[src/design/sicf_pkg.sv]
// ----------------------------------------------------------------------------
// sicf_pkg
// Shared types, register codes and helpers for the spherical indenter block.
// ----------------------------------------------------------------------------
package sicf_pkg;

  // multiplier operand width
  localparam int MUL_W = 36;

  // largest force magnitude before projection
  localparam logic [46:0] FMAG_MAX = {47{1'b1}};

  // register indexes
  localparam logic [2:0] REG_STIFFNESS = 3'd0;
  localparam logic [2:0] REG_RADIUS    = 3'd1;
  localparam logic [2:0] REG_CENTER_X  = 3'd2;
  localparam logic [2:0] REG_CENTER_Y  = 3'd3;
  localparam logic [2:0] REG_CENTER_Z  = 3'd4;
  localparam logic [2:0] REG_GROUP     = 3'd5;

  typedef struct packed {
    logic        [31:0] stiffness;
    logic        [30:0] radius;
    logic signed [31:0] center_x;
    logic signed [31:0] center_y;
    logic signed [31:0] center_z;
    logic        [31:0] group_select;
  } cfg_t;

  typedef struct packed {
    logic signed [31:0] pos_x;
    logic signed [31:0] pos_y;
    logic signed [31:0] pos_z;
    logic               has_mass;
    logic        [31:0] group_bits;
    logic signed [31:0] stress_yx;
    logic signed [31:0] stress_yy;
    logic signed [31:0] stress_yz;
    logic        [31:0] volume;
    logic               last_particle;
  } particle_t;

  typedef struct packed {
    logic signed [47:0] force_x;
    logic signed [47:0] force_y;
    logic signed [47:0] force_z;
    logic               in_contact;
    logic signed [63:0] total_x;
    logic signed [63:0] total_y;
    logic signed [63:0] total_z;
    logic signed [63:0] stress_total;
    logic               pass_done;
  } result_t;

  typedef enum logic [3:0] {
    ST_IDLE, ST_SCREEN, ST_SQ, ST_CMP, ST_SQRT, ST_FMAG, ST_DIV_GO, ST_DIV_WAIT,
    ST_FPROJ, ST_DOT, ST_CBRT_GO, ST_CBRT_WAIT, ST_WGT, ST_ACC, ST_FINISH
  } seq_state_t;

  typedef enum logic [1:0] {
    OP_SQRT, OP_DIV, OP_CBRT
  } root_op_t;

  // request to the iterative root / divide unit
  typedef struct packed {
    logic        start;
    root_op_t    op;
    logic [63:0] arg;
  } root_req_t;

  typedef struct packed {
    logic        busy;
    logic        done;
    logic [31:0] res;
  } root_rsp_t;

  // signed 64-bit add that clamps at the range limits
  function automatic logic signed [63:0] sat_add64(input logic signed [63:0] a,
                                                   input logic signed [63:0] b);
    logic [64:0] s;
    s = {a[63], a} + {b[63], b};
    if (s[64] != s[63]) begin
      sat_add64 = s[64] ? {1'b1, 63'b0} : {1'b0, {63{1'b1}}};
    end else begin
      sat_add64 = s[63:0];
    end
  endfunction

endpackage

[src/design/sicf_mul.sv]
// ----------------------------------------------------------------------------
// sicf_mul
// Shared signed multiplier with a registered product.
// ----------------------------------------------------------------------------
module sicf_mul import sicf_pkg::*; (
  input  logic                       clk,
  input  logic signed [MUL_W-1:0]    a,
  input  logic signed [MUL_W-1:0]    b,
  output logic signed [2*MUL_W-1:0]  p
);

  // one product per cycle, visible the cycle after issue
  always_ff @(posedge clk) begin
    p <= a * b;
  end

endmodule

[config.mk]
export PLATFORM = sky130hd
export DESIGN_NAME = sicf_mul
export DESIGN_NICKNAME = d
export VERILOG_FILES = /design/src/design/sicf_pkg.sv /design/src/design/sicf_mul.sv
export SDC_FILE = /design/constraint.sdc
export NUM_CORES = 2
export LEC_CHECK = 0
export BUFFER_PORTS_ARGS = -buffer_cell sky130_fd_sc_hd__buf_2
export CORE_UTILIZATION = 40
export DETAILED_ROUTE_END_ITERATION = 12
export PLACE_DENSITY = 0.61
export SETUP_SLACK_MARGIN = 0.15
export SLEW_MARGIN = 10
export SYNTH_ARGS = -nofsm -noshare
export SYNTH_HDL_FRONTEND = slang
export SYNTH_SLANG_ARGS = --single-unit
[constraint.sdc]
create_clock -name clk -period 9.87 [get_ports clk]
set_input_delay 0.4935 -clock clk [delete_from_list [all_inputs] [get_ports clk]]
set_output_delay 0.4935 -clock clk [all_outputs]
set_load 0.005 [all_outputs]
# After elaboration in Yosys (flattened, before gate mapping)

Index checks and enable logic that the tools add are counted.
W data, S select, Z words.

$mul: 1

Operator list:

| cell             | count |
|---|---|
| $mul A36 B36 Y72 | 1 |

Flip-flop bits (word level): 72
Logic and storage cells: 2
Input bits: 73
Output and inout bits: 72

# Depth between registers and ports, before layout

Word-level depth: 1
Mapped depth: 30
Mapped depth without buffers: 27

# Worst setup path after synthesis

OpenSTA, ideal clock, no wires.

Path kind: input port to flip-flop
Start point: in a[35]
End point: reg p[69]
Buffers on the path: 3
Library setup time: 131 ps
Path slack: 1998 ps
Stages on the path: 22
Data required time: 9739 ps
Arrival time: 7741 ps
Cell sequence: clkbuf_1 -> clkbuf_1 -> nand2_1 -> inv_1 -> fa_1 -> fa_1 -> fa_1 -> fa_1 -> fa_1 -> fa_1 -> fa_1 -> fa_1 -> ha_1 -> clkbuf_1 -> a21o_1 -> a21o_1 -> a21oi_1 -> nand2_1 -> and3_1 -> a211oi_1 -> o31ai_1 -> xor2_1

Word-level cells in the longest chain between the ends: 1

RTL lines:

| item                   | RTL line       | source |
|---|---|---|
| start: declaration     | sicf_mul.sv:7  | `input logic signed [MUL_W-1:0] a,` |
| $mul A36 B36 Y72       | sicf_mul.sv:14 | `p <= a * b;` |
| end signal: assignment | sicf_mul.sv:14 |  |
| end: declaration       | sicf_mul.sv:9  | `output logic signed [2*MUL_W-1:0] p` |

No other way between the ends.

# Final worst setup path

Start point: in b[18]
End point: reg p[70]

Word-level cells in the longest chain between the ends: 1

RTL lines:

| item               | RTL line       | source |
|---|---|---|
| start: declaration | sicf_mul.sv:8  | `input logic signed [MUL_W-1:0] b,` |
| $mul A36 B36 Y72   | sicf_mul.sv:14 |  |

No other way between the ends.

==> flow_summary_export.csv <==
group,metric,value,unit
global_route,grt-ovfl-total,0,
clocking,htreeDepth,3,
global_route,antenna_found_initial,7,
clocking,cts_buffers,9,
synth,synth_ff_type,"dfxtp_1",
clocking,root_buffer,"clkbuf_16",
floorplanning,start_util,40.6,%
global_route,grt_pass1_vias,36900,
cells_and_area,drive_gt1_share,4.81,%
global_route,grt_pass1_wl,212000,µm
floorplanning,dieArea,0.120,mm²
synth,synth_top_family_by_area,"adder cells",
timing,period_needed,8.98,ns
cells_and_area,final_cells,6559,
global_route,grt_max_degree,37,
placed_design,dpl.hpwl,108000,µm
clocking,cts_resized,0,
critical_path,worstSetupPathType,"input port to flop",
critical_path,critPathMaxFanout,25,
flow_run,drv_cap,0,
clocking,clkTransAtPathRegs,0.08,ns
clocking,clock_path_buffers,2,
critical_path,crit_path_top_delay_cell,"nor4_2",
synth,synth_compound_area_share,3.09,%
critical_path,worst-endpoint-required,10.23,ns
synth,seq_area_frac_synth,3.04,%
floorplanning,rows,125,
cells_and_area,reg_top3,"p (72)",
synth,netlist_top_cells_area,"fa_1 58%, inv_1 11%, and2_1 7.4%",
floorplanning,fp.dieW,346,µm
cells_and_area,diodes,0,
run_status,status,"completed",
worst_hold_path,min_from,"b[0]",
timing,slew_violations,0,
critical_path,cp.arrival,9.34,ns
timing,setup_viol,0,
detailed_routing,wl_per_cell,19.9,µm
synth,synthAdderAreaFrac,64.0,%
critical_path,critPathMaxStageDelay,0.88,ns
worst_hold_path,hold-path-cell-count,3,
synth,synthesis.nets,6775,
synth,synth_most_common_cell,"fa_1",
synth,synth-simple-area-share,15.4,%
placed_design,dp.cells,6543,
cells_and_area,largest_register_ffs,72,
cells_and_area,area_delta_synth_final,4.90,%
synth,ys_types,65,
worst_hold_path,hp-class,"input port to flop",
timing,setup_tns,0,ns
placed_design,io_buffers,144,
timing,timing.final.crit_share,91.0,%
critical_path,start_kind,"input port",
cells_and_area,finalNetCount,6701,
detailed_routing,routed_wl,130000,µm
detailed_routing,viasPerCell,5.02,
floorplanning,coreArea,0.117,mm²
detailed_routing,route.vias.total,32900,
critical_path,crit_chain,"buf_2 > buf_4 > nand2_1 > fa_1 > inv_1 > fa_1 > inv_1 > fa_1 > inv_1 > fa_1 > fa_1 > fa_1 > fa_1 > inv_1 > fa_1 > inv_1 > ha_1 > nand3_1 > nor4_2 > nand2_1 > o31ai_1 > a21oi_1 > or3_1 > a32oi_1",
clocking,clock-sinks,72,
floorplanning,die_h,346,µm
timing,hold_viol,0,
critical_path,critPathMostFrequentCell,"fa_1",
synth,synth_edf_count,0,
synth,synthArstFlopShare,0,%
synth,yosys_register_bits,72,
placed_design,place_area,0.0494,mm²
timing,fmaxAchievable,111,MHz
clocking,tritoncts,"done",
worst_hold_path,holdPathEnd,"p[0]$_DFF_P_",
synth,synth_top_area_share,58.2,%
synth,synth_common_cells,"1379 x fa_1, 1344 x inv_1, 760 x nand2_1, 559 x and2_1, 287 x clkbuf_1",
clocking,holdBufCountCts,0,
cells_and_area,final_cell_area,0.0498,mm²
detailed_routing,drc,0,
critical_path,cp-end-kind,"flop",
floorplanning,ios,145,
synth,synth_area_leader_cell,"fa_1",
synth,synthMuxAreaShare,0.0448,%
synth,yosys.area_share.xor_xnor,1.48,%
synth,synth_area,0.0474,mm²
detailed_routing,first_pass_iters,7,
critical_path,cp_num_buf_inv,7,
synth,yosysWarnings,0,
timing,worst_slew_pin_slew,1.03,ns
synth,syn_inst,5104,
critical_path,path_delay_family,"adder cells",
detailed_routing,ant_nets,0,
placed_design,place_congestion,0.894,
global_route,grt_usage,23.1,%
synth,avgSynthCellArea,9.29,µm²
timing,rsz0062_at_grt,"false",
clocking,cts_setup_buffers,0,
detailed_routing,drt-initial-drc-count,1833,
cells_and_area,regMostFlops,"p",
timing,slew-limit-headroom,31.4,%
[layout by cell type, fill, tap and decap left out, types with 8 or more instances in the layout]
cell / count
xor2_1: 28
nand2_1: 760
buf_4: 63
o21bai_1: 10
o21ai_0: 29
a211oi_1: 8
dfxtp_1: 72
o21ai_1: 15
ha_1: 219
nor2b_1: 36
nor2_1: 43
nand4_1: 20
nand2b_1: 12
and2_1: 559
nand3_1: 18
fa_1: 1379
inv_1: 1344
clkbuf_16: 9
a21oi_1: 69
xnor2_1: 52
a31oi_1: 9
nor3_1: 11
a21o_1: 37
buf_2: 144
[how the worst max path moves through the flow]
stage / start / end / slack (ns) / depth (start not counted)
3_3_place_gp: b[18] / p[70]$_DFF_P_ / 0.19 / 24
5_1_grt: b[18] / p[70]$_DFF_P_ / 0.71 / 24
2_1_floorplan: a[35] / p[69]$_DFF_P_ / 2.00 / 22
3_5_place_dp: b[9] / p[70]$_DFF_P_ / 0.62 / 24
4_1_cts: b[18] / p[70]$_DFF_P_ / 1.07 / 24
6_report: b[18] / p[70]$_DFF_P_ / 0.89 / 24
[layout make-up]
type	count	area, µm²
clock inverters	7	80.1
fillers	11500	67100
well taps	1524	1910
repair buffers	208	1210
flip-flops and latches	72	1440
multi-input cells	3395	39800
clock buffers	9	225
inverters	1344	5040
[metrics by stage]
step                hold slack (ns)  setup WS [ns]  utilization, %
global placement              0.869          0.189            42.3
CTS                           0.757           1.07            42.6
floorplan                     0.778           2.00               -
global route                  0.780          0.710            42.6
finish                        0.771          0.885            42.6
detailed placement            0.868          0.623            42.3
[kinds of logic after synthesis]
| family | count (synthesis) |
|---|---|
| XOR/XNOR | 80 |
| adder cells (fa/ha/maj) | 1598 |
| AO/OA/AOI/OAI | 228 |
| buffers and inverters | 1637 |
| multiplexers | 2 |
| AND/OR/NAND/NOR | 1487 |
| flip-flops | 72 |
[layer usage]
| layer | part of all wire (%) | up-vias | global-route usage [%] | routed length [µm] |
|---|---|---|---|---|
| met5 | 0.045 | - | 0 | 59 |
| met4 | 3.0 | 10 | 6.68 | 3950 |
| met3 | 6.0 | 198 | 3.44 | 7770 |
| met2 | 50 | 965 | 39.3 | 64600 |
| met1 | 41 | 17500 | 30.4 | 54000 |
| li1 | - | 14200 | - | - |
Power is left out: the tool's default activity adds up to more than one toggle a clock period on the data nets, which glitch-free logic cannot reach.
