File: src/design/sicf_pkg.sv
// ----------------------------------------------------------------------------
// sicf_pkg
// Shared types, register codes and helpers for the spherical indenter block.
// ----------------------------------------------------------------------------
package sicf_pkg;

  // multiplier operand width
  localparam int MUL_W = 36;

  // largest force magnitude before projection
  localparam logic [46:0] FMAG_MAX = {47{1'b1}};

  // register indexes
  localparam logic [2:0] REG_STIFFNESS = 3'd0;
  localparam logic [2:0] REG_RADIUS    = 3'd1;
  localparam logic [2:0] REG_CENTER_X  = 3'd2;
  localparam logic [2:0] REG_CENTER_Y  = 3'd3;
  localparam logic [2:0] REG_CENTER_Z  = 3'd4;
  localparam logic [2:0] REG_GROUP     = 3'd5;

  typedef struct packed {
    logic        [31:0] stiffness;
    logic        [30:0] radius;
    logic signed [31:0] center_x;
    logic signed [31:0] center_y;
    logic signed [31:0] center_z;
    logic        [31:0] group_select;
  } cfg_t;

  typedef struct packed {
    logic signed [31:0] pos_x;
    logic signed [31:0] pos_y;
    logic signed [31:0] pos_z;
    logic               has_mass;
    logic        [31:0] group_bits;
    logic signed [31:0] stress_yx;
    logic signed [31:0] stress_yy;
    logic signed [31:0] stress_yz;
    logic        [31:0] volume;
    logic               last_particle;
  } particle_t;

  typedef struct packed {
    logic signed [47:0] force_x;
    logic signed [47:0] force_y;
    logic signed [47:0] force_z;
    logic               in_contact;
    logic signed [63:0] total_x;
    logic signed [63:0] total_y;
    logic signed [63:0] total_z;
    logic signed [63:0] stress_total;
    logic               pass_done;
  } result_t;

  typedef enum logic [3:0] {
    ST_IDLE, ST_SCREEN, ST_SQ, ST_CMP, ST_SQRT, ST_FMAG, ST_DIV_GO, ST_DIV_WAIT,
    ST_FPROJ, ST_DOT, ST_CBRT_GO, ST_CBRT_WAIT, ST_WGT, ST_ACC, ST_FINISH
  } seq_state_t;

  typedef enum logic [1:0] {
    OP_SQRT, OP_DIV, OP_CBRT
  } root_op_t;

  // request to the iterative root / divide unit
  typedef struct packed {
    logic        start;
    root_op_t    op;
    logic [63:0] arg;
  } root_req_t;

  typedef struct packed {
    logic        busy;
    logic        done;
    logic [31:0] res;
  } root_rsp_t;

  // signed 64-bit add that clamps at the range limits
  function automatic logic signed [63:0] sat_add64(input logic signed [63:0] a,
                                                   input logic signed [63:0] b);
    logic [64:0] s;
    s = {a[63], a} + {b[63], b};
    if (s[64] != s[63]) begin
      sat_add64 = s[64] ? {1'b1, 63'b0} : {1'b0, {63{1'b1}}};
    end else begin
      sat_add64 = s[63:0];
    end
  endfunction

endpackage

File: src/design/sicf_apb.sv
// ----------------------------------------------------------------------------
// sicf_apb
// APB register file holding stiffness, radius, centre and group mask.
// ----------------------------------------------------------------------------
module sicf_apb import sicf_pkg::*; (
  input  logic        clk,
  input  logic        rst,
  input  logic        psel,
  input  logic        penable,
  input  logic        pwrite,
  input  logic [4:0]  paddr,
  input  logic [31:0] pwdata,
  output logic [31:0] prdata,
  output logic        pready,
  output cfg_t        cfg
);

  logic wr_en;

  assign pready = 1'b1;
  assign wr_en  = psel && penable && pwrite;

  // register writes
  always_ff @(posedge clk) begin
    if (rst) begin
      cfg <= '0;
    end else if (wr_en) begin
      unique case (paddr[4:2])
        REG_STIFFNESS: cfg.stiffness    <= pwdata;
        REG_RADIUS:    cfg.radius       <= pwdata[30:0];
        REG_CENTER_X:  cfg.center_x     <= pwdata;
        REG_CENTER_Y:  cfg.center_y     <= pwdata;
        REG_CENTER_Z:  cfg.center_z     <= pwdata;
        REG_GROUP:     cfg.group_select <= pwdata;
        default: ;
      endcase
    end
  end

  // read back
  always_comb begin
    unique case (paddr[4:2])
      REG_STIFFNESS: prdata = cfg.stiffness;
      REG_RADIUS:    prdata = {1'b0, cfg.radius};
      REG_CENTER_X:  prdata = cfg.center_x;
      REG_CENTER_Y:  prdata = cfg.center_y;
      REG_CENTER_Z:  prdata = cfg.center_z;
      REG_GROUP:     prdata = cfg.group_select;
      default:       prdata = 32'd0;
    endcase
  end

endmodule

File: config.mk
export PLATFORM = sky130hd
export DESIGN_NAME = sicf_apb
export DESIGN_NICKNAME = d
export VERILOG_FILES = /design/src/design/sicf_pkg.sv /design/src/design/sicf_apb.sv
export SDC_FILE = /design/constraint.sdc
export NUM_CORES = 1
export LEC_CHECK = 0
export BUFFER_PORTS_ARGS = -buffer_cell sky130_fd_sc_hd__buf_2
export CAP_MARGIN = 15
export CORE_UTILIZATION = 50
export DETAILED_ROUTE_END_ITERATION = 12
export PLACE_DENSITY_LB_ADDON = 0.3
export SYNTH_ARGS = -nofsm -noshare
export SYNTH_HDL_FRONTEND = slang
export SYNTH_SLANG_ARGS = --single-unit
File: constraint.sdc
create_clock -name clk -period 1.3 [get_ports clk]
set_clock_uncertainty 0.05 [all_clocks]
set_input_delay 0.065 -clock clk [delete_from_list [all_inputs] [get_ports clk]]
set_output_delay 0.065 -clock clk [all_outputs]
set_load 0.02 [all_outputs]
# Word-level counts from Yosys, hierarchy flattened
# Cells that the tools add are included.
# op_classes
eq_ne	5
mux	1
n_reduce_logical	9
# op_table
op	count
case mux 32 bit (6 select lines)	1
AND reduction 2 bit	6
== test 3 x 2 -> 1 bit (second input constant)	2
== test 3 bit (second input constant)	2
== test 3 x 1 -> 1 bit (second input constant)	1
zero test 3 bit	1
logical AND 1 bit	2
# totals
ff_bits	191
in_bits	42
output_inout_bits	224
elab_cells	21

# Depth between registers and ports, before layout
# logic_depth
depth_word	3
ltp_mapped	6
depth_no_buf	3

# Worst setup path before layout
# OpenSTA, ideal clock, no wires.
# synth_path
kind	input to output
start	input paddr[3]
end	output prdata[31]
arrival_ps	1183
required_ps	1185
path_slack_ps	2
cell_stages	6
path_cell_list	buf_2 buf_6 and2_1 clkbuf_1 a22oi_1 o221ai_1
# synth_via
elab_chain_cells	2
word_cells_on_any_way	7
# synth_rtl
element	line	rtl
from (decl)	sicf_apb.sv:11	input logic [4:0] paddr,
== test 3 bit, or another cell as far along	sicf_apb.sv:42	unique case (paddr[4:2])
case mux 32 bit (6 select lines) (*)	sicf_apb.sv:42	
to (decl)	sicf_apb.sv:13	output logic [31:0] prdata,
# Mark *: on every way between the ends. The rest lies on a longest branch, timed or not.

# Worst setup path in the final report
# layout_path
start	register cfg[90] (netlist bit)
end	output prdata[26]
# layout_via
elab_chain_cells	1
# layout_rtl
element	line	rtl
from (decl)	sicf_apb.sv:15	output cfg_t cfg
case mux 32 bit (6 select lines)	sicf_apb.sv:42	
# No other way between the ends.

==> results.json <==
{
  "reg2reg_to": "cfg[64]$_SDFFE_PP0P_",
  "multi_input_area_mm2": 0.00510,
  "portBuffers": 262,
  "drc": 0,
  "synth-main-ff-cell": "dfxtp_1",
  "power.density_mw_per_mm2": 966,
  "layout_common_cells": "buf_2, nand2b_1, buf_4, mux2i_1, dfxtp_1",
  "timing.fmax_ghz": 0.612,
  "core_area_mm2": 0.0175,
  "violations": "setup timing",
  "finalHoldViolCount": 0,
  "final_nets": 1356,
  "die_w_um": 137,
  "die_h_um": 137,
  "p_leak_nw": 6.32,
  "dpl.hpwl_um": 20900,
  "rsz0062_at_grt": "true",
  "finalSetupViolCount": 32,
  "drive_above_1_share": 0.470,
  "worstHoldPathCells": 6,
  "worstReg2RegStart": "cfg[64]$_SDFFE_PP0P_",
  "rrSetupSlack_ns": 0.43,
  "die_area_mm2": 0.0187,
  "clk_pin_slew_ns": 0.07,
  "cts_num_sinks": 191,
  "vias": 9125,
  "cp.required_ns": 1.19,
  "n_fill_cell": 1198,
  "ys_async_sr_fraction": 0,
  "synth_edf_count": 0,
  "row_count": 48,
  "path_class": "register to primary output",
  "syn_inst": 946,
  "drtIter0Drc": 722,
  "firstDrtPassIters": 5,
  "synth-seq-cells": 191,
  "fin_crit_ns": 1.63,
  "worst_slack_ns": -0.334,
  "placed_cells": 1433,
  "worstRegToRegCells": 4,
  "endpoint_kind": "primary output",
  "ys_types": 31,
  "ios": 266,
  "grt_max_degree": 51,
  "largest-register": "cfg",
  "initial_core_util": 0.519,
  "ys_warn_count": 0,
  "min_to": "cfg[96]$_SDFFE_PP0P_",
  "syn_to_final_growth_pct": 43.8,
  "critPathArrivalTime_ns": 1.52,
  "min_period_over_period": 1.26,
  "reg.largest.list": "cfg x191",
  "antenna_left": 0,
  "hp-class": "input pin to register",
  "syn-num-nets": 988,
  "cts_tree": "yes",
  "fin_util": 0.746,
  "grt_pass1_vias": 8692,
  "final_common_cell": "buf_2",
  "worst_setup_path_start_kind": "register",
  "htreeDepth": 4,
  "grt_first_pass_wirelength_um": 48000,
  "gp_congestion": 0.861,
  "maxSlewViolCount": 0,
  "antenna_found_initial": 2,
  "synth_seq_area_share": 0.420,
  "ff_latch_area_mm2": 0.00392,
  "critical_path.max_fanout": 2,
  "synth_area_mm2": 0.00909,
  "syn_avg_cell_area_um2": 9.61,
  "grt_overflow": 0,
  "wl_per_cell_um": 20.7,
  "cts_buffer_depth": 2,
  "fin_cells": 1555,
  "largest_reg_flops": 191,
  "hold_path_startpoint": "paddr[4]",
  "outcome": "finished, violations left",
  "grt_util_all_layers": 0.337,
  "cts_buffers": 17,
  "clockRootBuffer": "clkbuf_16",
  "wirelength_um": 32100,
  "cap_viol_max_count": 0,
  "clk-insertion-delay-late_ns": 0.43,
  "vias_per_cell": 5.87,
  "peakVddDrop_uv": 965
}
==> through the flow <==
| stage | hold slack, ns | TNS (ns) | area, um2 | power [mW] | setup WS (ns) |
|---|---|---|---|---|---|
| after floorplan | 0.163 | 0 | 9090 | 6.69 | 0.00156 |
| after detailed placement | 0.298 | -5.70 | 11200 | 7.25 | -0.0989 |
| after global placement | 0.291 | -4.10 | 11200 | 7.24 | -0.0874 |
| after CTS | 0.247 | -7.62 | 12900 | 12.6 | -0.306 |
| final | 0.254 | -7.82 | 13100 | 12.6 | -0.334 |
| after global routing | 0.288 | -9.07 | 13100 | 13.0 | -0.370 |
==> synth_stat cells, types with 7 or more instances <==
| cell | instances | area (um2) |
|---|---|---|
| o221ai_1 | 7 | 61.3 |
| dfxtp_1 | 191 | 3820 |
| clkbuf_1 | 32 | 120 |
| a22oi_1 | 23 | 173 |
| nand2b_1 | 162 | 1010 |
| mux2_2 | 53 | 597 |
| a21oi_1 | 69 | 345 |
| nand2_1 | 11 | 41.3 |
| buf_6 | 9 | 101 |
| mux2i_1 | 143 | 1430 |
| buf_2 | 35 | 175 |
| nand3_1 | 64 | 320 |
| o21ai_0 | 76 | 380 |
| a32oi_1 | 20 | 175 |
| buf_4 | 12 | 90.1 |
==> what timing repair did <==
action,4_1_cts,5_1_grt
resized for setup,156,35
hold endpoints to repair,189,0
setup buffers,49,5
hold buffers,33,0
endpoints found under the setup margin,32,33
pin swaps,23,13
==> metal layers <==
metal / vias up / track usage / routed length, um
li1: 4116 / - / -
met1: 4394 / 0.424 / 12800
met2: 514 / 0.547 / 15300
met3: 101 / 0.0730 / 2710
met4: 0 / 0.165 / 1310
met5: - / 0 / 0
==> critical path, cell delays in order, from the launching register on <==
cell and delay, ns:
dfxtp_2 0.33, mux2_4 0.27, a32oi_2 0.20, o21ai_1 0.12, buf_4 0.17
==> where the power goes <==
group | internal, mW | switching, mW | leakage (nW)
clock network | 2.95 | 2.37 | 0.287
registers | 5.89 | 0.0348 | 1.58
logic | 0.596 | 0.786 | 4.45
total | 9.44 | 3.19 | 6.32
==> final cells by class <==
cell class | count | share of cell area
Sequential cell | 191 | 0.300
Inverter | 1 | 0.000287
Tap cell | 225 | 0.0215
Clock buffer | 20 | 0.0349
Antenna cell | 3 | 0.000574
Multi-Input combinational cell | 661 | 0.390
Clock inverter | 12 | 0.0102
Timing Repair Buffer | 442 | 0.243
==> how the worst max path moves through the flow <==
stage	start	endpoint	slack, ns	depth (start not counted)
5_1_grt	cfg[90]$_SDFFE_PP0P_	prdata[26]	-0.37	4
6_report	cfg[90]$_SDFFE_PP0P_	prdata[26]	-0.33	4
3_3_place_gp	paddr[3]	prdata[24]	-0.09	7
4_1_cts	cfg[142]$_SDFFE_PP0P_	prdata[14]	-0.31	4
3_5_place_dp	paddr[3]	cfg[116]$_SDFFE_PP0P_	-0.1	6
2_1_floorplan	paddr[3]	prdata[31]	0.002	6
==> cell families (layout without fill, tap and decap cells) <==
family / count (synthesis) / after routing / synth area share
buffers and inverters: 94 / 475 / 0.0560
AO/OA/AOI/OAI: 208 / 208 / 0.135
multiplexers: 196 / 196 / 0.223
AND/OR/NAND/NOR: 256 / 256 / 0.165
other: 1 / 4 / 0.000412
flip-flops: 191 / 191 / 0.420
Power figures use the tool's default switching activity.
