`src/design/sicf_pkg.sv`:
```
// ----------------------------------------------------------------------------
// sicf_pkg
// Shared types, register codes and helpers for the spherical indenter block.
// ----------------------------------------------------------------------------
package sicf_pkg;

  // multiplier operand width
  localparam int MUL_W = 36;

  // largest force magnitude before projection
  localparam logic [46:0] FMAG_MAX = {47{1'b1}};

  // register indexes
  localparam logic [2:0] REG_STIFFNESS = 3'd0;
  localparam logic [2:0] REG_RADIUS    = 3'd1;
  localparam logic [2:0] REG_CENTER_X  = 3'd2;
  localparam logic [2:0] REG_CENTER_Y  = 3'd3;
  localparam logic [2:0] REG_CENTER_Z  = 3'd4;
  localparam logic [2:0] REG_GROUP     = 3'd5;

  typedef struct packed {
    logic        [31:0] stiffness;
    logic        [30:0] radius;
    logic signed [31:0] center_x;
    logic signed [31:0] center_y;
    logic signed [31:0] center_z;
    logic        [31:0] group_select;
  } cfg_t;

  typedef struct packed {
    logic signed [31:0] pos_x;
    logic signed [31:0] pos_y;
    logic signed [31:0] pos_z;
    logic               has_mass;
    logic        [31:0] group_bits;
    logic signed [31:0] stress_yx;
    logic signed [31:0] stress_yy;
    logic signed [31:0] stress_yz;
    logic        [31:0] volume;
    logic               last_particle;
  } particle_t;

  typedef struct packed {
    logic signed [47:0] force_x;
    logic signed [47:0] force_y;
    logic signed [47:0] force_z;
    logic               in_contact;
    logic signed [63:0] total_x;
    logic signed [63:0] total_y;
    logic signed [63:0] total_z;
    logic signed [63:0] stress_total;
    logic               pass_done;
  } result_t;

  typedef enum logic [3:0] {
    ST_IDLE, ST_SCREEN, ST_SQ, ST_CMP, ST_SQRT, ST_FMAG, ST_DIV_GO, ST_DIV_WAIT,
    ST_FPROJ, ST_DOT, ST_CBRT_GO, ST_CBRT_WAIT, ST_WGT, ST_ACC, ST_FINISH
  } seq_state_t;

  typedef enum logic [1:0] {
    OP_SQRT, OP_DIV, OP_CBRT
  } root_op_t;

  // request to the iterative root / divide unit
  typedef struct packed {
    logic        start;
    root_op_t    op;
    logic [63:0] arg;
  } root_req_t;

  typedef struct packed {
    logic        busy;
    logic        done;
    logic [31:0] res;
  } root_rsp_t;

  // signed 64-bit add that clamps at the range limits
  function automatic logic signed [63:0] sat_add64(input logic signed [63:0] a,
                                                   input logic signed [63:0] b);
    logic [64:0] s;
    s = {a[63], a} + {b[63], b};
    if (s[64] != s[63]) begin
      sat_add64 = s[64] ? {1'b1, 63'b0} : {1'b0, {63{1'b1}}};
    end else begin
      sat_add64 = s[63:0];
    end
  endfunction

endpackage

```
`src/design/sicf_root.sv`:
```
// ----------------------------------------------------------------------------
// sicf_root
// Iterative unit: square root, short division and cube root, one step a cycle.
// ----------------------------------------------------------------------------
module sicf_root import sicf_pkg::*; (
  input  logic      clk,
  input  logic      rst,
  input  root_req_t req,
  output root_rsp_t rsp
);

  logic        busy;
  logic        done;
  root_op_t    op;
  logic [4:0]  cnt;
  logic [65:0] src;
  logic [63:0] bitv;
  logic [63:0] res;
  logic [49:0] rem;
  logic [45:0] ysq;
  logic [30:0] den;

  // step terms
  logic [63:0] sq_t;
  logic [31:0] dv_r2;
  logic [49:0] cb_y2;
  logic [49:0] cb_ysq2;
  logic [49:0] cb_b;
  logic [49:0] cb_r3;

  always_comb begin
    sq_t    = res + bitv;
    dv_r2   = {rem[30:0], src[16]};
    cb_y2   = {27'b0, res[21:0], 1'b0};
    cb_ysq2 = {2'b0, ysq, 2'b0};
    cb_b    = ((cb_ysq2 + cb_y2) << 1) + (cb_ysq2 + cb_y2) + 50'd1;
    cb_r3   = {rem[46:0], src[65:63]};
  end

  // control
  always_ff @(posedge clk) begin
    if (rst) begin
      busy <= 1'b0;
      done <= 1'b0;
    end else begin
      done <= 1'b0;
      if (req.start) begin
        busy <= 1'b1;
      end else if (busy && cnt == 5'd0) begin
        busy <= 1'b0;
        done <= 1'b1;
      end
    end
  end

  // datapath
  always_ff @(posedge clk) begin
    if (req.start) begin
      op  <= req.op;
      res <= 64'd0;
      ysq <= 46'd0;
      unique case (req.op)
        OP_SQRT: begin
          src  <= {2'b0, req.arg};
          bitv <= 64'd1 << 62;
          rem  <= 50'd0;
          cnt  <= 5'd31;
        end
        OP_DIV: begin
          den  <= req.arg[61:31];
          rem  <= {20'b0, req.arg[30:1]};
          src  <= {49'b0, req.arg[0], 16'b0};
          cnt  <= 5'd16;
        end
        OP_CBRT: begin
          src  <= {2'b0, req.arg};
          rem  <= 50'd0;
          cnt  <= 5'd21;
        end
        default: begin
          src  <= 66'd0;
          rem  <= 50'd0;
          cnt  <= 5'd0;
        end
      endcase
    end else if (busy) begin
      cnt <= cnt - 5'd1;
      unique case (op)
        OP_SQRT: begin
          if (src[63:0] >= sq_t) begin
            src <= {2'b0, src[63:0] - sq_t};
            res <= (res >> 1) + bitv;
          end else begin
            res <= res >> 1;
          end
          bitv <= bitv >> 2;
        end
        OP_DIV: begin
          if (dv_r2 >= {1'b0, den}) begin
            rem <= {18'b0, dv_r2 - {1'b0, den}};
            res <= {res[62:0], 1'b1};
          end else begin
            rem <= {18'b0, dv_r2};
            res <= {res[62:0], 1'b0};
          end
          src <= src << 1;
        end
        OP_CBRT: begin
          if (cb_r3 >= cb_b) begin
            rem <= cb_r3 - cb_b;
            res <= {14'b0, cb_y2 + 50'd1};
            ysq <= 46'(cb_ysq2 + (cb_y2 << 1) + 50'd1);
          end else begin
            rem <= cb_r3;
            res <= {14'b0, cb_y2};
            ysq <= cb_ysq2[45:0];
          end
          src <= src << 3;
        end
        default: begin
          res <= 64'd0;
        end
      endcase
    end
  end

  assign rsp.busy = busy;
  assign rsp.done = done;
  assign rsp.res  = res[31:0];

  // sequencer never restarts a running operation
  a_no_restart: assert property (@(posedge clk) disable iff (rst)
    req.start |-> !busy) else $error("root unit started while busy");

  // completion is a single pulse, raised as the unit goes idle
  a_done_idle: assert property (@(posedge clk) disable iff (rst)
    done |-> !busy && !$past(done)) else $error("root done while busy");

  a_done_follows: assert property (@(posedge clk) disable iff (rst)
    $fell(busy) |-> done) else $error("root finished without done");

endmodule

```
`config.mk`:
```
export PLATFORM = sky130hd
export DESIGN_NAME = sicf_root
export DESIGN_NICKNAME = d
export VERILOG_FILES = /design/src/design/sicf_pkg.sv /design/src/design/sicf_root.sv
export SDC_FILE = /design/constraint.sdc
export NUM_CORES = 1
export LEC_CHECK = 0
export BUFFER_PORTS_ARGS = -buffer_cell sky130_fd_sc_hd__buf_2
export CAP_MARGIN = 20
export CORE_MARGIN = 3
export CORE_UTILIZATION = 31
export CTS_CLUSTER_DIAMETER = 100
export CTS_CLUSTER_SIZE = 25
export DETAILED_ROUTE_END_ITERATION = 7
export PLACE_DENSITY = 0.54
export SLEW_MARGIN = 10
export SYNTH_ARGS = -nofsm -noshare
export SYNTH_HDL_FRONTEND = slang
export SYNTH_SLANG_ARGS = --single-unit
```
`constraint.sdc`:
```
create_clock -name clk -period 8.8 [get_ports clk]
set_input_delay 0.88 -clock clk [delete_from_list [all_inputs] [get_ports clk]]
set_output_delay 0.88 -clock clk [all_outputs]
set_load 0.01 [all_outputs]
```
## Word-level counts from Yosys, hierarchy flattened

Cells that the tools add are included.

- Register bits: 327
- Input bits: 69
- Output and inout port bits: 34
- Word-level logic and storage cells: 73

- Add/subtract/negate cells: 12
- Magnitude comparators: 3
- Equality and inequality tests: 6
- Muxes and demuxes: 26
- Reduce and logical (&&, ||, !) cells: 16

Operator list:

| operator | count |
|---|---|
| 64-bit 2-to-1 mux | 5 |
| 66-bit 2-to-1 mux | 3 |
| 66-bit one-hot mux with 3 select lines | 1 |
| 64-bit one-hot mux with 3 select lines | 1 |
| 47-bit 2-to-1 mux | 3 |
| 64-bit one-hot mux with 2 select lines | 1 |
| 47-bit one-hot mux with 2 select lines | 1 |
| 63-bit by 64-bit adder with 64-bit output | 1 |
| 64-bit adder | 1 |
| 64-bit greater-or-equal comparator | 1 |
| 64-bit subtractor | 1 |
| 50-bit by 1-bit adder with 50-bit output, second input constant | 1 |
| 50-bit by 49-bit adder with 50-bit output | 1 |
| 50-bit greater-or-equal comparator | 1 |
| 48-bit by 23-bit adder with 49-bit output | 1 |
| 47-bit subtractor | 1 |
| 46-bit by 1-bit adder with 46-bit output, second input constant | 1 |
| 46-bit by 24-bit adder with 46-bit output | 1 |
| 46-bit 2-to-1 mux | 1 |
| 32-bit by 31-bit greater-or-equal comparator with 1-bit output | 1 |
| 32-bit 2-to-1 mux | 1 |
| 32-bit by 31-bit subtractor with 32-bit output | 1 |
| 30-bit 2-to-1 mux | 1 |
| 23-bit by 1-bit adder with 24-bit output, second input constant | 1 |
| other kinds (18) | 31 |

## Depth between registers and ports, before layout

- Depth in word-level cells: 8
- Gate-level depth with buffers: 38
- Mapped depth without buffers: 34

## Least setup slack after synthesis

OpenSTA, ideal clock, no wires.

- Path kind: register to register
- From: register res[1]
- To: register rem[46], data pin
- Setup time: 0.260 ns
- Arrival: 7.045 ns
- Required time: 8.540 ns
- Setup slack: 1.494 ns
- Stages on the path, launching flop included: 37
- Path buffers: 3
- Clock period less this slack: 7.306 ns
- Cell sequence: dfxtp_1 > ha_1 > ha_1 > a21o_1 > a21oi_1 > nor2b_1 > o21a_1 > o31a_1 > a211oi_1 > or3_1 > o211ai_1 > clkbuf_1 > xnor2_1 > ha_1 > a21o_1 > a21o_1 > a21o_1 > a221o_1 > a41oi_1 > a211oi_1 > nor2_1 > o21bai_1 > a21oi_1 > xor2_1 > ha_1 > and3_1 > nand2_1 > or4_1 > o41ai_1 > a31oi_1 > o21ai_2 > a21o_1 > buf_2 > buf_6 > nor2_1 > a221oi_1 > nand2_1

- Cells in the longest elaborated chain, start to end: 8
- Elaborated cells between the ends (all ways): 9
- Classes of those cells: 4 x add/sub; 1 x order compare; 4 x mux

Ends and longest elaborated chain:

| element | line | source |
|---|---|---|
| from (decl) | sicf_root.sv:18 | `logic [63:0] res;` |
| from (signal assigned) | sicf_root.sv:92 | `res <= (res >> 1) + bitv;` |
| from (signal assigned) | sicf_root.sv:94 | `res <= res >> 1;` |
| from (signal assigned) | sicf_root.sv:101 | `res <= {res[62:0], 1'b1};` |
| 48-bit by 23-bit adder with 49-bit output * | sicf_root.sv:36 | `cb_b = ((cb_ysq2 + cb_y2) << 1) + (cb_ysq2 + cb_y2) + 50'd1;` |
| 50-bit by 49-bit adder with 50-bit output * | sicf_root.sv:36 |  |
| 50-bit by 1-bit adder with 50-bit output * | sicf_root.sv:36 |  |
| 47-bit subtractor or 50-bit greater-or-equal comparator (tied branches) | sicf_root.sv:110, sicf_root.sv:109 |  |
| 47-bit 2-to-1 mux * | sicf_root.sv:109 | `if (cb_r3 >= cb_b) begin` |
| 47-bit one-hot mux with 2 select lines * | sicf_root.sv:88 | `unique case (op)` |
| 47-bit 2-to-1 mux * | sicf_root.sv:86 | `end else if (busy) begin` |
| 47-bit 2-to-1 mux * | sicf_root.sv:58 | `if (req.start) begin` |
| to (signal assigned) | sicf_root.sv:100 | `rem <= {18'b0, dv_r2 - {1'b0, den}};` |
| to (signal assigned) | sicf_root.sv:110 | `rem <= cb_r3 - cb_b;` |
| to (signal assigned) | sicf_root.sv:114 | `rem <= cb_r3;` |
| to (decl) | sicf_root.sv:19 | `logic [49:0] rem;` |

Mark *: on every way between the ends. The rest lies on a longest branch, timed or not. The select of a mux whose other input is x is not followed.
A chain may end at the register's enable or synchronous reset.

## Final worst setup path

- From: register ysq[0]
- To: register rem[43], data pin

- Cells in the longest elaborated chain, start to end: 8
- Elaborated cells between the ends (all ways): 9
- Classes of those cells: 4 x add/sub; 1 x order compare; 4 x mux

Ends and longest elaborated chain:

| element | line | source |
|---|---|---|
| from (decl) | sicf_root.sv:20 | `logic [45:0] ysq;` |
| from (signal assigned) | sicf_root.sv:112 | `ysq <= 46'(cb_ysq2 + (cb_y2 << 1) + 50'd1);` |
| from (signal assigned) | sicf_root.sv:116 | `ysq <= cb_ysq2[45:0];` |
| 48-bit by 23-bit adder with 49-bit output * | sicf_root.sv:36 |  |
| 50-bit by 49-bit adder with 50-bit output * | sicf_root.sv:36 |  |
| 50-bit by 1-bit adder with 50-bit output * | sicf_root.sv:36 |  |
| 47-bit subtractor or 50-bit greater-or-equal comparator (tied branches) | sicf_root.sv:110, sicf_root.sv:109 |  |
| 47-bit 2-to-1 mux * | sicf_root.sv:109 |  |
| 47-bit one-hot mux with 2 select lines * | sicf_root.sv:88 |  |
| 47-bit 2-to-1 mux * | sicf_root.sv:86 |  |
| 47-bit 2-to-1 mux * | sicf_root.sv:58 |  |

Marks and branches as above.

==> results.json <==
{
  "status": "finished clean",
  "crit_family": "compound AO/OA/AOI/OAI gates",
  "dp_hpwl_mm": 86.93,
  "via_count": 30530,
  "max_stage_delay_ns": 0.48,
  "setup_viol": 0,
  "critPathRequiredTime_ns": 9.23,
  "crit_cells": 35,
  "p_leak_nw": 13.31,
  "drt_wl_total_mm": 111.1,
  "drc": 0,
  "vdd_ir_drop_max_mv": 0.1484,
  "critPathLaunch": "ysq[0]$_SDFFE_PP0P_",
  "synthSimpleGateAreaFrac": 0.1851,
  "clock_latency_ns": 0.61,
  "cts_root_buf": "clkbuf_16",
  "antenna_found_initial": 4,
  "timing.max_cap.violations": 0,
  "avgRoutedWirePerCell_microns": 20.90,
  "synth-main-ff-cell": "edfxtp_1",
  "fin_ws_ns": 0.6716,
  "pre_cts_ws_ns": 0.6158,
  "final.min_clock_period_ns": 8.128,
  "start_util": 0.3152,
  "yosys.area_share.xor_xnor": 0.09819,
  "synth_mux_area_frac": 0.007662,
  "end_kind": "flop",
  "skew_ns": 0.03514,
  "cp_max_fo": 36,
  "async_flop_share": 0,
  "fin_area_sq_um": 34240,
  "powerDensity_nw_per_um2": 172.1,
  "drive_gt1_frac": 0.06820,
  "rr_worst_depth": 35,
  "reg2reg_slack_ns": 0.67,
  "post_cts_buffers": 0,
  "synth_cell_types": 87,
  "cp_num_buf_inv": 2,
  "ant_nets": 0,
  "ios": 103,
  "worstHoldPathCells": 2,
  "overflow": 0,
  "synth_compound_area_frac": 0.2923,
  "synth_fa_ha_area_frac": 0.1231,
  "tns_ns": 0,
  "hp-start": "rst",
  "drt_iter0_drc": 2941,
  "dieHeight_microns": 326.5,
  "avgSynthCellArea_sq_um": 7.911,
  "grt_usage": 0.1989,
  "rsz0062_at_grt": "false",
  "synth_edf_count": 183,
  "min_path_type": "input pin to flop",
  "grt_max_degree": 91,
  "tightest_slew_ns": 1.211,
  "cts_inserted_buffers": 23,
  "slew_headroom": 0.1896,
  "synth_warnings": 0,
  "dieWidth_microns": 326.5,
  "critical_path_arrival_ns": 8.56,
  "ys_seq_area_frac": 0.2424,
  "port_buffers": 102,
  "start_kind": "flop",
  "fp.coreArea_sq_um": 101000,
  "htreeDepth": 1,
  "postSynthCellCount": 4025,
  "final_util": 0.3390,
  "synth_seq_cells": 294,
  "syn2layout_area_growth_pct": 7.536,
  "fin_nets": 4322,
  "gp_congestion": 0.9262,
  "cts_buffer_depth": 3,
  "fmax_mhz": 123.0,
  "worstReg2RegStart": "ysq[0]$_SDFFE_PP0P_",
  "period_share": 0.9237,
  "endpoint": "rem[43]$_SDFFCE_PP0P_",
  "syn_area_sq_um": 31840,
  "ctsHoldBuffers": 0,
  "final_cells": 5317,
  "hold_viol_final": 0,
  "fp-row-count": 116,
  "first_pass_iters": 7,
  "grt_pass1_vias": 28527,
  "viasPerCell": 5.742,
  "clock_sinks": 294,
  "syn-num-nets": 4405,
  "tritoncts": "yes",
  "place_area_sq_um": 33360,
  "postCtsResizedCells": 0,
  "cp_slowest_cell": "or4_1",
  "grt_first_pass_wirelength_mm": 169.5,
  "timing.rr.end": "rem[43]$_SDFFCE_PP0P_",
  "slew_viol_final": 0,
  "clk_pin_slew_ns": 0.10,
  "path_class": "flop to flop",
  "synth_top_family_by_area": "compound AO/OA/AOI/OAI gates",
  "design.die.area_sq_um": 106600,
  "placedCellCount": 5273
}
flip-flops by register name, summed over array words and instances (netlist names):
signal  flops
res        64
cnt         5
bitv       32
src        66
done        1
den        31
ysq        45
busy        1
rem        47
op          2
where the power goes:
group | switching, mW | internal, mW
Sequential | 0.195 | 1.65
Clock | 0.673 | 0.570
Combinational | 1.74 | 1.07
Total | 2.61 | 3.29
cells in the final DEF (no fill, tap or decap), drive strengths merged, types with 20 or more instances in the layout:
master  netlist  layout
o221ai       24      24
and3         53      53
nand3        87      87
a221o        20      20
nand2       423     423
a221oi       21      21
a22o         21      21
ha          307     307
o21bai       53      53
a22oi       105     105
o211ai       27      27
and2         28      28
a31oi        76      76
nor3         66      66
nand2b       30      30
mux2i        21      21
a311oi       20      20
dfxtp       111     111
xnor2       202     202
o21a         48      48
a21oi       340     340
a211oi       70      70
o21ai       309     309
xor2        155     155
edfxtp      183     183
nor2        290     290
clkbuf      186      25
buf          75     153
inv         125     137
nor2b        72      72
nand4        75      75
nor4         24      24
a21o        124     124
a21boi       21      21
a31o         22      22
worst min-delay path by stage:
stage,slack (ns),endpoint
5_1_grt,0.42,busy$_SDFFE_PP0P_
3_3_place_gp,0.51,ysq[15]$_SDFFE_PP0P_
4_1_cts,0.41,busy$_SDFFE_PP0P_
2_1_floorplan,0.46,ysq[3]$_SDFFE_PP0P_
3_5_place_dp,0.51,ysq[15]$_SDFFE_PP0P_
6_report,0.44,busy$_SDFFE_PP0P_
layout make-up:
| class | count | area [sq um] |
|---|---|---|
| fill | 10752 | 66770 |
| clock inverter | 17 | 252.7 |
| inverter | 125 | 469.2 |
| tap | 1357 | 1698 |
| timing repair buffer | 153 | 948.4 |
| multi-input combinational | 3345 | 22560 |
| sequential | 294 | 7717 |
| clock buffer | 25 | 593.1 |
| antenna | 1 | 2.502 |
synthesized netlist by cell type (87+ instances only):
| cell type | number | area share |
|---|---|---|
| a21o_1 | 124 | 0.029 |
| dfxtp_1 | 111 | 0.070 |
| nor2_1 | 290 | 0.034 |
| edfxtp_1 | 183 | 0.17 |
| xnor2_1 | 202 | 0.056 |
| a22oi_1 | 105 | 0.025 |
| o21ai_0 | 303 | 0.048 |
| nand3_1 | 87 | 0.014 |
| inv_1 | 124 | 0.015 |
| clkbuf_1 | 186 | 0.022 |
| a21oi_1 | 338 | 0.053 |
| ha_1 | 307 | 0.12 |
| xor2_1 | 155 | 0.043 |
| nand2_1 | 423 | 0.050 |
cells by family (layout without fill, tap and decap cells):
kind of cell | Yosys count | in the layout
AND/OR/NAND/NOR | 1233 | 1233
XOR/XNOR | 357 | 357
AO/OA/AOI/OAI | 1420 | 1420
other | 0 | 1
flip-flops | 294 | 294
multiplexers | 24 | 24
buffers and inverters | 386 | 320
adder cells (fa/ha/maj) | 311 | 311
stage by stage:
| stage | total power, mW | hold slack, ns |
|---|---|---|
| after floorplan | 3.875 | 0.4650 |
| after global placement | 4.640 | 0.5065 |
| after detailed placement | 4.627 | 0.5074 |
| after CTS | 5.888 | 0.4125 |
| after global routing | 6.274 | 0.4200 |
| final | 5.893 | 0.4356 |
per-layer routing:
layer,routed length [microns],global-route usage,share of wire,up-vias
li1,-,-,-,14872
met1,51090,0.2791,0.46,14653
met2,50640,0.3271,0.46,897
met3,7327,0.02622,0.066,108
met4,2080,0.03773,0.019,0
met5,0,0,0,-
Power figures use the tool's default switching activity.
